==> src/design/lzt_pkg.sv <==
// Shared types and constants of the trie phrase decoder.
`default_nettype none

package lzt_pkg;

   // Code and node geometry.
   localparam int CODE_W  = 13;
   localparam int ACC_W   = 32;
   localparam int WORD_W  = 16;
   localparam int SLOT_W  = 14;
   localparam int TOTAL_W = 31;

   localparam logic [CODE_W-1:0] NIL        = 13'h1fff;
   localparam logic [SLOT_W-1:0] NODES      = 14'h2000;
   localparam logic [SLOT_W-1:0] LAST_SLOT  = 14'h1ffe;
   localparam logic [SLOT_W-1:0] FIRST_SLOT = 14'h0100;

   // Extension depth and result packing.
   localparam int MAX_EXTEND       = 4;
   localparam int BYTES_PER_RESULT = 4;
   localparam int OUT_W            = 8 * BYTES_PER_RESULT;
   localparam int CNT_W            = 3;
   localparam int STATUS_W         = 3;

   // Status codes reported with the last result of a request.
   localparam logic [STATUS_W-1:0] ST_OK     = 3'd0;
   localparam logic [STATUS_W-1:0] ST_SIZE   = 3'd1;
   localparam logic [STATUS_W-1:0] ST_LONG   = 3'd2;
   localparam logic [STATUS_W-1:0] ST_NONODE = 3'd3;
   localparam logic [STATUS_W-1:0] ST_SHORT  = 3'd4;

   // Datapath operations issued by the controller.
   typedef enum logic [4:0] {
      OP_NONE,
      OP_CLEAR,
      OP_ACCEPT,
      OP_SETTLE,
      OP_LOAD,
      OP_TAKE_CODE,
      OP_FAIL_LONG,
      OP_WALK_RD,
      OP_WALK_WR,
      OP_EMIT_BEGIN,
      OP_EMIT_BYTE,
      OP_CODE_DONE,
      OP_EXT_BEGIN,
      OP_LATCH_BYTE,
      OP_HEAD,
      OP_NO_MATCH,
      OP_SRCH_RD,
      OP_MATCH,
      OP_SRCH_NEXT,
      OP_ALLOC_FREE,
      OP_SWEEP_BEGIN,
      OP_SWP_RD,
      OP_SWP_TAKE,
      OP_SWP_NEXT,
      OP_FAIL_NODE,
      OP_UNL_RD,
      OP_UNLINK,
      OP_LINK_NEW,
      OP_LINK_RD,
      OP_LINK_HEAD,
      OP_FINISH
   } op_type;

   // Conditions reported by the datapath to the controller.
   typedef struct packed {
      logic clear_last;
      logic eos;
      logic stopped;
      logic size_reached;
      logic code_ready;
      logic node_nil;
      logic len_over;
      logic emit_more;
      logic emit_ok;
      logic pack_full;
      logic out_free;
      logic has_last;
      logic ext_more;
      logic must_alloc;
      logic m_nil;
      logic sym_match;
      logic guard_max;
      logic free_avail;
      logic swp_hit;
      logic swp_exhaust;
   } dp_status_type;

endpackage

`default_nettype wire

==> src/design/lzt_ctrl.sv <==
// Controller state machine that sequences the decoder datapath.
`default_nettype none

module lzt_ctrl import lzt_pkg::*; (
   input  wire logic          clock,
   input  wire logic          reset,
   input  wire logic          req_tvalid,
   output logic               req_tready,
   input  wire dp_status_type flags,
   output op_type             op
);

   typedef enum logic [4:0] {
      S_CLEAR,
      S_IDLE,
      S_START,
      S_LOOP,
      S_WALK,
      S_WALK_WR,
      S_EMIT_WAIT,
      S_EMIT,
      S_EXT_WAIT,
      S_EXT_BYTE,
      S_FIND_HEAD,
      S_SRCH,
      S_SRCH_CMP,
      S_ALLOC,
      S_SWP_WAIT,
      S_SWP_CMP,
      S_UNL_RD,
      S_UNL_WR,
      S_LINK1,
      S_LINK2,
      S_LINK3,
      S_FINISH
   } state_type;

   state_type state_ff, state_in;

   assign req_tready = (state_ff == S_IDLE);

   // Next state and datapath operation.
   always_comb begin
      state_in = state_ff;
      op       = OP_NONE;
      unique case (state_ff)
         S_CLEAR: begin
            op = OP_CLEAR;
            if (flags.clear_last) state_in = S_IDLE;
         end
         S_IDLE: begin
            if (req_tvalid) begin
               op       = OP_ACCEPT;
               state_in = S_START;
            end
         end
         S_START: begin
            if (flags.eos || flags.stopped || flags.size_reached) begin
               op       = OP_SETTLE;
               state_in = S_FINISH;
            end else begin
               op       = OP_LOAD;
               state_in = S_LOOP;
            end
         end
         S_LOOP: begin
            if (flags.code_ready && !flags.stopped && !flags.size_reached) begin
               op       = OP_TAKE_CODE;
               state_in = S_WALK;
            end else begin
               op       = OP_SETTLE;
               state_in = S_FINISH;
            end
         end
         S_WALK: begin
            if (flags.node_nil) begin
               op       = OP_EMIT_BEGIN;
               state_in = S_EMIT_WAIT;
            end else if (flags.len_over) begin
               op       = OP_FAIL_LONG;
               state_in = S_LOOP;
            end else begin
               op       = OP_WALK_RD;
               state_in = S_WALK_WR;
            end
         end
         S_WALK_WR: begin
            op       = OP_WALK_WR;
            state_in = S_WALK;
         end
         S_EMIT_WAIT: begin
            if (flags.emit_more) begin
               state_in = S_EMIT;
            end else if (flags.has_last) begin
               op       = OP_EXT_BEGIN;
               state_in = S_EXT_WAIT;
            end else begin
               op       = OP_CODE_DONE;
               state_in = S_LOOP;
            end
         end
         S_EMIT: begin
            if (!(flags.emit_ok && flags.pack_full && !flags.out_free)) begin
               op       = OP_EMIT_BYTE;
               state_in = S_EMIT_WAIT;
            end
         end
         S_EXT_WAIT: begin
            if (flags.ext_more) begin
               state_in = S_EXT_BYTE;
            end else begin
               op       = OP_CODE_DONE;
               state_in = S_LOOP;
            end
         end
         S_EXT_BYTE: begin
            op       = OP_LATCH_BYTE;
            state_in = flags.must_alloc ? S_ALLOC : S_FIND_HEAD;
         end
         S_FIND_HEAD: begin
            op       = OP_HEAD;
            state_in = S_SRCH;
         end
         S_SRCH: begin
            if (flags.m_nil) begin
               op       = OP_NO_MATCH;
               state_in = S_ALLOC;
            end else begin
               op       = OP_SRCH_RD;
               state_in = S_SRCH_CMP;
            end
         end
         S_SRCH_CMP: begin
            if (flags.sym_match) begin
               op       = OP_MATCH;
               state_in = S_EXT_WAIT;
            end else if (flags.guard_max) begin
               op       = OP_NO_MATCH;
               state_in = S_ALLOC;
            end else begin
               op       = OP_SRCH_NEXT;
               state_in = S_SRCH;
            end
         end
         S_ALLOC: begin
            if (flags.free_avail) begin
               op       = OP_ALLOC_FREE;
               state_in = S_LINK1;
            end else begin
               op       = OP_SWEEP_BEGIN;
               state_in = S_SWP_WAIT;
            end
         end
         S_SWP_WAIT: begin
            op       = OP_SWP_RD;
            state_in = S_SWP_CMP;
         end
         S_SWP_CMP: begin
            if (flags.swp_hit) begin
               op       = OP_SWP_TAKE;
               state_in = S_UNL_RD;
            end else if (flags.swp_exhaust) begin
               op       = OP_FAIL_NODE;
               state_in = S_LOOP;
            end else begin
               op       = OP_SWP_NEXT;
               state_in = S_SWP_WAIT;
            end
         end
         S_UNL_RD: begin
            op       = OP_UNL_RD;
            state_in = S_UNL_WR;
         end
         S_UNL_WR: begin
            op       = OP_UNLINK;
            state_in = S_LINK1;
         end
         S_LINK1: begin
            op       = OP_LINK_NEW;
            state_in = S_LINK2;
         end
         S_LINK2: begin
            op       = OP_LINK_RD;
            state_in = S_LINK3;
         end
         S_LINK3: begin
            op       = OP_LINK_HEAD;
            state_in = S_EXT_WAIT;
         end
         S_FINISH: begin
            if (flags.out_free) begin
               op       = OP_FINISH;
               state_in = S_IDLE;
            end
         end
         default: state_in = S_IDLE;
      endcase
   end

   // State register.
   always_ff @(posedge clock) begin
      if (reset) begin
         state_ff <= S_CLEAR;
      end else begin
         state_ff <= state_in;
      end
   end

endmodule

`default_nettype wire

==> config.mk <==
export PLATFORM = sky130hd
export DESIGN_NAME = lzt_ctrl
export DESIGN_NICKNAME = d
export VERILOG_FILES = /design/src/design/lzt_pkg.sv /design/src/design/lzt_ctrl.sv
export SDC_FILE = /design/constraint.sdc
export NUM_CORES = 1
export LEC_CHECK = 0
export ABC_CLOCK_PERIOD_IN_PS = 3400
export BUFFER_PORTS_ARGS = -buffer_cell sky130_fd_sc_hd__buf_2
export CORE_UTILIZATION = 56
export DETAILED_ROUTE_END_ITERATION = 6
export MAX_ROUTING_LAYER = met4
export PLACE_DENSITY = 0.85
export SLEW_MARGIN = 30
export SYNTH_ARGS = -nofsm -noshare
export SYNTH_HDL_FRONTEND = slang
export SYNTH_SLANG_ARGS = --single-unit
==> constraint.sdc <==
create_clock -name clock -period 3.4 [get_ports clock]
set_input_delay 0.68 -clock clock [delete_from_list [all_inputs] [get_ports clock]]
set_output_delay 0.68 -clock clock [all_outputs]
set_load 0.01 [all_outputs]
==> results.md, run 1 <==
* Run status: completed
* Worst min-delay path category: primary input to register
* Synth top area share at 9.57%
* Largest register by flop count: state_ff
* Initial antenna violation count at 0
* Largest net degree at the start of global routing at 22
* Final Instance Area at 0.00120 mm²
* CP arrival at 2360 ps
* Initial Utilization at 59.9%
* Max-cap violations at 0
* Total power at 0.000329 W
* R2R cell count at 5
* Fin Clk Skew at 7.47 ps
* Clk Latency, worst-skew pair at 250 ps
* Pre-Repair DR Iteration Count at 5
* Slew margin rel. at 51.2%
* Maximum root-to-sink buffer count at 2
* Synth top area cells: dfxtp_1 9.6%, nor2b_1 5.4%, nor3_1 5.3%, nand2_1 4.3%, nor2_1 4.3%
* Multi-input gate area in the final layout at 855 µm²
* Initial DRC Count at 118
* Post-DR wirelength/cell at 16.5 µm
* Die Span Y at 45.2 µm
* Endpoints failing hold at 0
* Post-DP HPWL at 2650 µm
* N_diodes at 0
* Slew @ Worst Pin at 732 ps
* GRT Overall Usage at 37.9%
* Placed Area at 0.00118 mm²
* GPL Wtd Cong at 1.05
* H-tree depth at 1
* CORE AREA at 0.00175 mm²
* Routed wire length at 3450 µm
* Tmin final at 3040 ps
* Post-Layout Cell Count at 209
* CTS Hold Buffers Added at 0
* First-pass GRT wire length at 5570 µm
* Synthesis-to-finish area growth at 15.2%
* Crit. End Element: output pin
* Layout Nets at 208
* CTS tree: done
* CTS Root Cell: clkbuf_4
* Share of flip-flops with an asynchronous set or reset at 0%
* VDD IR-drop max at 0.230 mV
* Syn Nets at 184
* Crit Path Category: register to output pin
* Setup violations, final at 0
* # DRC at 0
* Leak at 0.464 nW
* Port Buffers at 28
* Register Area at 100 µm²
* RSZ-0062 raised after global routing: no
* Avg Cell Area, Syn at 6.50 µm²
* Cells after Synth at 161
* Die area at 0.00204 mm²
* Post-synth EDFFs at 0
* Fill cell count at 164
* Vias at 1460
* Pwr Density at 273 mW/mm²
* Synth Warn # at 0
* Critical Path Fanout Max at 21
* # rows at 15
* Regs by FF count: state_ff (5)
* Top FF cell, synth: dfxtp_1
* WP data required at 2720 ps
* CTS sink cnt at 5
* Overflow after GRT at 0
* Vias in the first global route at 1210
* Sum of negative setup slack at 0 ps
* Setup WS post-layout at 357 ps
* Final Max Slew Viols at 0
* DP Cell Count at 205
* I/O pin cnt at 29
* Number of synthesized register bits at 5
* Clk pin slew, worst setup/hold paths at 50 ps
* Clock buffer count from CTS at 3
* Sequential area share after synthesis at 9.57%
* Hold path cells at 2
* Syn Std Cell Area at 0.00105 mm²
* Share of layout cells above drive strength 1 at 22.3%
* Post-synthesis cell type count at 48
* Post-CTS setup buffer count at 0
* Final ANT Viol Nets at 0
* Placement Setup Slack at 672 ps
* Vias per inst at 6.99
* Die width at 45.2 µm
* Startpoint Class: register
* Max reg flops at 5
* Resized Gates After CTS at 0
* Final period util at 89.5%
* FMAX at 329 MHz
* Yosys top cell by area: dfxtp_1
power breakdown:
group          internal (W)  switching [W]  total [W]
logic             0.0000755      0.0000934   0.000169
clock network     0.0000447      0.0000295  0.0000742
registers         0.0000636      0.0000225  0.0000861
total              0.000184       0.000145   0.000329
per-stage QoR:
step | utilization, % | hold slack [ps]
after floorplan | - | 702
after global placement | 67.5 | 721
after detailed placement | 67.5 | 727
after CTS | 69.0 | 661
after global routing | 69.0 | 666
final | 69.0 | 671
kinds of logic after synthesis:
logic type / after synthesis / share of synthesized area (%)
multiplexers: 1 / 1.08
flip-flops: 5 / 9.57
buffers and inverters: 19 / 8.73
AO/OA/AOI/OAI: 53 / 36.2
AND/OR/NAND/NOR: 82 / 43.5
XOR/XNOR: 1 / 0.837
critical path, stage by stage (launching register included):
cell      delay (ps)
dfxtp_1          790
or3_4            290
or3_1            150
a21boi_1         270
o31ai_1          120
or3_1            370
buf_2            140
cells in the mapped netlist, drive strengths merged (3+ instances only):
library cell / count
a31oi: 3
nor2b: 9
o21ai: 8
nor4: 4
a21oi: 8
buf: 8
o211ai: 3
clkbuf: 5
nand2: 12
o31ai: 6
dfxtp: 5
a211oi: 4
a311oi: 3
nand2b: 7
and3: 4
nor3: 11
nand3: 4
inv: 6
nor2: 12
or3: 8
nand4: 3
area by class of cell:
| class | count | area share [%] |
|---|---|---|
| flip-flops and latches | 5 | 8.31 |
| multi-input cells | 137 | 70.9 |
| clock buffers | 4 | 2.18 |
| well taps | 25 | 2.60 |
| repair buffers | 32 | 14.1 |
| inverters | 6 | 1.87 |
path summary, 6_finish.rpt:
kind / from / endpoint / slack (ps)
setup / recovery: state_ff[0]$_SDFFE_PP0P_ / op[3] / 360
hold / removal: reset / state_ff[2]$_SDFFE_PP0P_ / 670
setup reg to reg: state_ff[0]$_SDFFE_PP0P_ / state_ff[2]$_SDFFE_PP0P_ / 1310
hold reg to reg: state_ff[3]$_SDFFE_PP0P_ / state_ff[4]$_SDFFE_PP0P_ / 740
cell usage in the layout (no fill, tap or decap), types with 3 or more instances in the layout:
cell / count
a311oi_1: 3
nand3_1: 4
o21ai_0: 8
inv_1: 4
nand4_1: 3
nor2b_1: 9
o31ai_1: 6
buf_2: 28
nor3_1: 11
a211oi_1: 3
a21oi_1: 8
o211ai_1: 3
nor4_1: 4
dfxtp_1: 5
or3_1: 7
nand2b_1: 7
a31oi_1: 3
buf_4: 4
clkbuf_4: 3
nor2_1: 12
nand2_1: 12
and3_1: 4
layer usage:
metal	GRT usage, %	vias to the layer above	part of all wire, %
met2	59.7	144	45
met3	5.60	26	13
met1	48.7	618	38
met5	-	-	0
met4	13.9	0	4.6
li1	-	672	-
Note: power is estimated with default switching activity, not from simulation.
==> inputs of run 2 (changes only) <==
--- a/config.mk
+++ b/config.mk
@@ -6,11 +6,11 @@
 export NUM_CORES = 1
 export LEC_CHECK = 0
 export ABC_CLOCK_PERIOD_IN_PS = 3400
-export BUFFER_PORTS_ARGS = -buffer_cell sky130_fd_sc_hd__buf_2
-export CORE_UTILIZATION = 56
+export CORE_UTILIZATION = 65
 export DETAILED_ROUTE_END_ITERATION = 6
+export DONT_BUFFER_PORTS = 1
 export MAX_ROUTING_LAYER = met4
-export PLACE_DENSITY = 0.85
+export PLACE_DENSITY = 0.81
 export SLEW_MARGIN = 30
 export SYNTH_ARGS = -nofsm -noshare
 export SYNTH_HDL_FRONTEND = slang
==> run 2 against run 1 <==
Final area shrank 13%; via count down 6.7%; final cell count shrank 18%; combinational power fell by 20%.
==> results.md, run 2 (same netlist as run 1, synthesis figures left out) <==
* VDD IR-drop max at 0.222 mV
* Pwr Density at 288 mW/mm²
* Pre-Repair DR Iteration Count at 5
* # rows at 14
* Crit. End Element: output pin
* Port Buffers at 0
* Run status: completed
* CTS Hold Buffers Added at 0
* Comb pwr share at 45.2%
* Post-CTS setup buffer count at 0
* Share of layout cells above drive strength 1 at 7.74%
* Tmin final at 2950 ps
* Leak at 0.342 nW
* Die width at 42.1 µm
* Int Pwr at 0.000166 W
* Switching part of the total power at 44.9%
* Final ANT Viol Nets at 0
* Fill cell count at 146
* Post-Layout Cell Count at 171
* Regs by FF count: state_ff (5)
* Placement Setup Slack at 783 ps
* Hold Path Origin: reset
* Post-DR wirelength/cell at 20.3 µm
* GRT Overall Usage at 42.1%
* Clk Latency, worst-skew pair at 250 ps
* Clock buffer count from CTS at 3
* Vias per inst at 7.96
* CP most frequent cell: or3_1
* Die Span Y at 42.1 µm
* CP arrival at 2270 ps
* Max-cap violations at 0
* R2R Path Start: state_ff[3]$_SDFFE_PP0P_
* Setup slack, reg-to-reg at 1210 ps
* Ordered list of cells on the worst path: or3_4 -> or3_1 -> a21boi_1 -> o31ai_1 -> or3_1
* Vias in the first global route at 1203
* H-tree depth at 1
* Switching Power at 0.000135 W
* DP Cell Count at 167
* CTS Root Cell: clkbuf_4
* Clk pin slew, worst setup/hold paths at 50 ps
* Largest register by flop count: state_ff
* Max reg flops at 5
* CTS tree: done
* CP max stage delay at 790 ps
* Sum of negative setup slack at 0 ps
* N_diodes at 0
* Routed wire length at 3470 µm
* Clock Power Share at 25.0%
* Most frequent cells in the layout: 12 x nor2_1, 12 x nand2_1, 11 x nor3_1, 9 x nor2b_1
* I/O pin cnt at 29
* Final Max Slew Viols at 0
* GPL Wtd Cong at 1.06
* Startpoint Class: register
* Sequential share of power at 29.7%
* Largest net degree at the start of global routing at 24
* Overflow after GRT at 0
* Initial antenna violation count at 0
* Fin Clk Skew at 5.28 ps
* Slew margin rel. at 49.0%
* WP data required at 2720 ps
* # DRC at 0
* Endpoints failing hold at 0
* Initial DRC Count at 121
* Final period util at 86.8%
* Vias at 1362
* FMAX at 339 MHz
* Critical Path Fanout Max at 21
* Synthesis-to-finish area growth at -0.000287%
* Slew @ Worst Pin at 764 ps
* Maximum root-to-sink buffer count at 2
* CORE AREA at 0.00151 mm²
* Critical-path top delay cell: dfxtp_1
* Setup violations, final at 0
* Worst min-delay path category: primary input to register
* Resized Gates After CTS at 0
* First-pass GRT wire length at 5630 µm
* CTS sink cnt at 5
* Critical Path Start: state_ff[0]$_SDFFE_PP0P_
* Layout Nets at 179
* RSZ-0062 raised after global routing: no
* Post-DP HPWL at 2610 µm
* Initial Utilization at 69.4%
* Crit Path Category: register to output pin
* Setup WS post-layout at 450 ps
* Die area at 0.00177 mm²
==> run 2: routing by layer <==
metal / wire [µm] / up-vias / global-route usage (%)
met4: 128 / 0 / 11.9
li1: - / 605 / -
met5: 0 / - / -
met2: 1530 / 139 / 65.6
met1: 1270 / 599 / 54.7
met3: 542 / 19 / 9.91
==> run 2: metrics by stage <==
| stage | util, % | cell area (µm²) | hold WS [ps] | power [W] |
|---|---|---|---|---|
| global route | 69.4 | 1050 | 485 | 0.000318 |
| CTS | 69.4 | 1050 | 495 | 0.000293 |
| floorplan | - | 1050 | 702 | 0.000206 |
| finish | 69.4 | 1050 | 489 | 0.000301 |
| detailed placement | 67.7 | 1020 | 735 | 0.000220 |
| global placement | 67.7 | 1020 | 734 | 0.000218 |
==> run 2: area by class of cell <==
class	count	area (µm²)	area share [%]
inverter	6	22.5	2.15
multi-input combinational	137	855	81.7
clock buffer	4	26.3	2.51
timing repair buffer	3	22.5	2.15
sequential	5	100	9.57
tap	16	20.0	1.91
==> run 2: path summary, 6_finish.rpt <==
check,endpoint,cells past startpoint
setup / recovery,op[3],5
hold / removal,state_ff[1]$_SDFFE_PP0P_,1
setup reg to reg,state_ff[1]$_SDFFE_PP0P_,5
hold reg to reg,state_ff[4]$_SDFFE_PP0P_,2
==> run 2: critical path: cells and delay by family (launching register included) <==
| kind | cells | cell delay (ps) |
|---|---|---|
| simple gates | 3 | 870 |
| compound gates | 2 | 340 |
| flops | 1 | 790 |
==> run 2: power by group through the flow <==
stage	sequential, W	clock, W	combinational [W]
after floorplan	0.0000669	0	0.000139
final	0.0000896	0.0000753	0.000136
after global placement	0.0000888	0	0.000129
after global routing	0.0000903	0.0000809	0.000147
after CTS	0.0000875	0.0000732	0.000132
after detailed placement	0.0000885	0	0.000132
==> inputs of run 3 (changes only) <==
--- a/config.mk
+++ b/config.mk
@@ -6,11 +6,11 @@
 export NUM_CORES = 1
 export LEC_CHECK = 0
 export ABC_CLOCK_PERIOD_IN_PS = 3400
-export CORE_UTILIZATION = 65
+export CORE_UTILIZATION = 34
 export DETAILED_ROUTE_END_ITERATION = 6
 export DONT_BUFFER_PORTS = 1
 export MAX_ROUTING_LAYER = met4
-export PLACE_DENSITY = 0.81
+export PLACE_DENSITY = 0.48
 export SLEW_MARGIN = 30
 export SYNTH_ARGS = -nofsm -noshare
 export SYNTH_HDL_FRONTEND = slang
==> run 3 against run 2 <==
The flow now finishes with violations (DRC); first-iteration DRC count fell by 7.4%; sequential power fell by 9.8%; clock skew fell by 4.1 ps; hold slack improved by 0.58 ps; die area rose by 86%; via count fell by 3.2%; fmax rose by 4.7%; global-route usage fell by 19 points; total power rose by 0.42%; critical endpoint is now op[2]; largest cell class unchanged; highest routed layer unchanged.
==> results.md, run 3 (same netlist as run 1, synthesis figures left out) <==
* CP bufs+invs at 1
* Layout Nets at 182
* Critical Path End: op[2]
* Setup violations, final at 0
* Initial antenna violation count at 0
* Most frequent cells in the layout: 12 x nor2_1, 12 x nand2_1, 11 x nor3_1, 9 x nor2b_1
* Slew @ Worst Pin at 578 ps
* Post-CTS setup buffer count at 0
* Startpoint Class: register
* Die width at 57.5 µm
* Clk pin slew, worst setup/hold paths at 50 ps
* Largest net degree at the start of global routing at 16
* WP data required at 2720 ps
* Leak at 0.358 nW
* N_diodes at 0
* Port Buffers at 0
* Vias in the first global route at 1196
* Run status: finished, violations left
* Synthesis-to-finish area growth at 3.95%
* CTS sink cnt at 5
* CORE AREA at 0.00283 mm²
* Crit. End Element: output pin
* Share of layout cells above drive strength 1 at 9.49%
* Pre-Repair DR Iteration Count at 6
* CTS tree: done
* R2R cell count at 6
* Ordered list of cells on the worst path: buf_4 -> nand2_1 -> nor4_1 -> a211oi_1 -> o31a_1 -> nand4b_1
* Die area at 0.00330 mm²
* Critical Path Start: state_ff[3]$_SDFFE_PP0P_
* Initial Utilization at 37.0%
* RSZ-0062 raised after global routing: no
* Critical Path Fanout Max at 13
* Sum of negative setup slack at 0 ps
* Clk Latency, worst-skew pair at 250 ps
* Initial DRC Count at 112
* GPL Wtd Cong at 0.990
* CTS Root Cell: clkbuf_4
* Clock buffer count from CTS at 3
* I/O pin cnt at 29
* Fin Clk Skew at 1.17 ps
* CP delay by family, top: simple AND/OR/NAND/NOR gates
* Final Max Slew Viols at 0
* CP max stage delay at 580 ps
* Max reg flops at 5
* Final ANT Viol Nets at 0
* Tmin final at 2820 ps
* CTS Hold Buffers Added at 0
* RR Endpoint: state_ff[1]$_SDFFE_PP0P_
* H-tree depth at 1
* Maximum root-to-sink buffer count at 2
* Final Instance Area at 0.00109 mm²
* Max-cap violations at 0
* First-pass GRT wire length at 5800 µm
* Overflow after GRT at 0
* # DRC at 2
* Largest register by flop count: state_ff
* Final period util at 82.8%
* # rows at 19
* Vias per inst at 6.97
* Post-DR wirelength/cell at 20.3 µm
* Endpoints failing hold at 0
* VDD IR-drop max at 0.166 mV
* R2R Path Start: state_ff[2]$_SDFFE_PP0P_
* Number of stages on the worst setup path at 6
* Vias at 1318
* Die Span Y at 57.5 µm
* FMAX at 355 MHz
* Crit Path Category: register to output pin
* Failing checks: DRC
* Critical-path top delay cell: dfxtp_1
* Worst min-delay path category: primary input to register
* Slew margin rel. at 61.1%
* Routed wire length at 3830 µm
* Resized Gates After CTS at 0
* Setup slack, reg-to-reg at 1340 ps
* Regs by FF count: state_ff (5)
* Pwr Density at 278 mW/mm²
* Post-DP HPWL at 3010 µm
* CP arrival at 2140 ps
* Placed Area at 0.00106 mm²
* GRT Overall Usage at 23.5%
## run 3: worst min path at each step
stage,from,depth (start not counted),endpoint
after floorplan,state_ff[0]$_SDFFE_PP0P_,3,state_ff[3]$_SDFFE_PP0P_
after global placement,state_ff[4]$_SDFFE_PP0P_,2,state_ff[4]$_SDFFE_PP0P_
after detailed placement,state_ff[4]$_SDFFE_PP0P_,2,state_ff[4]$_SDFFE_PP0P_
after CTS,reset,1,state_ff[1]$_SDFFE_PP0P_
after global routing,reset,1,state_ff[1]$_SDFFE_PP0P_
final,reset,1,state_ff[1]$_SDFFE_PP0P_
## run 3: metrics by stage
step	cells	total power [W]	hold slack (ps)	util [%]	setup slack [ps]
global route	189	0.000320	491	38.4	547
global placement	185	0.000227	704	37.5	911
CTS	189	0.000299	493	38.4	655
detailed placement	185	0.000228	717	37.5	906
finish	189	0.000302	489	38.4	584
floorplan	161	0.000206	702	-	1070
## run 3: metal layers
| metal | vias up | track usage [%] | part of all wire, % |
|---|---|---|---|
| met2 | 79 | 37.5 | 46 |
| met1 | 624 | 30.4 | 42 |
| met3 | 2 | 5.67 | 11 |
| li1 | 613 | - | - |
| met5 | - | - | 0 |
| met4 | 0 | 4.18 | 0.55 |
## run 3: worst reg2reg max path: cells and delay by family, from the launching register on
family / cells / cell delay [ps]
DFF: 1 / 590
and+or+nand+nor: 1 / 550
AOI/OAI and AO/OA: 3 / 430
buffers and inverters: 2 / 340
## run 3: power breakdown
| group | total, W | internal [W] | switching (W) |
|---|---|---|---|
| clock | 0.0000718 | 0.0000446 | 0.0000272 |
| sequential | 0.0000808 | 0.0000637 | 0.0000171 |
| combinational | 0.000150 | 0.0000620 | 0.0000879 |
| total | 0.000302 | 0.000170 | 0.000132 |
## run 3: layout make-up
class	count	area, µm²
flip-flops and latches	5	100
well taps	31	38.8
multi-input cells	137	855
clock buffers	4	26.3
fillers	305	1740
inverters	6	22.5
repair buffers	6	45.0
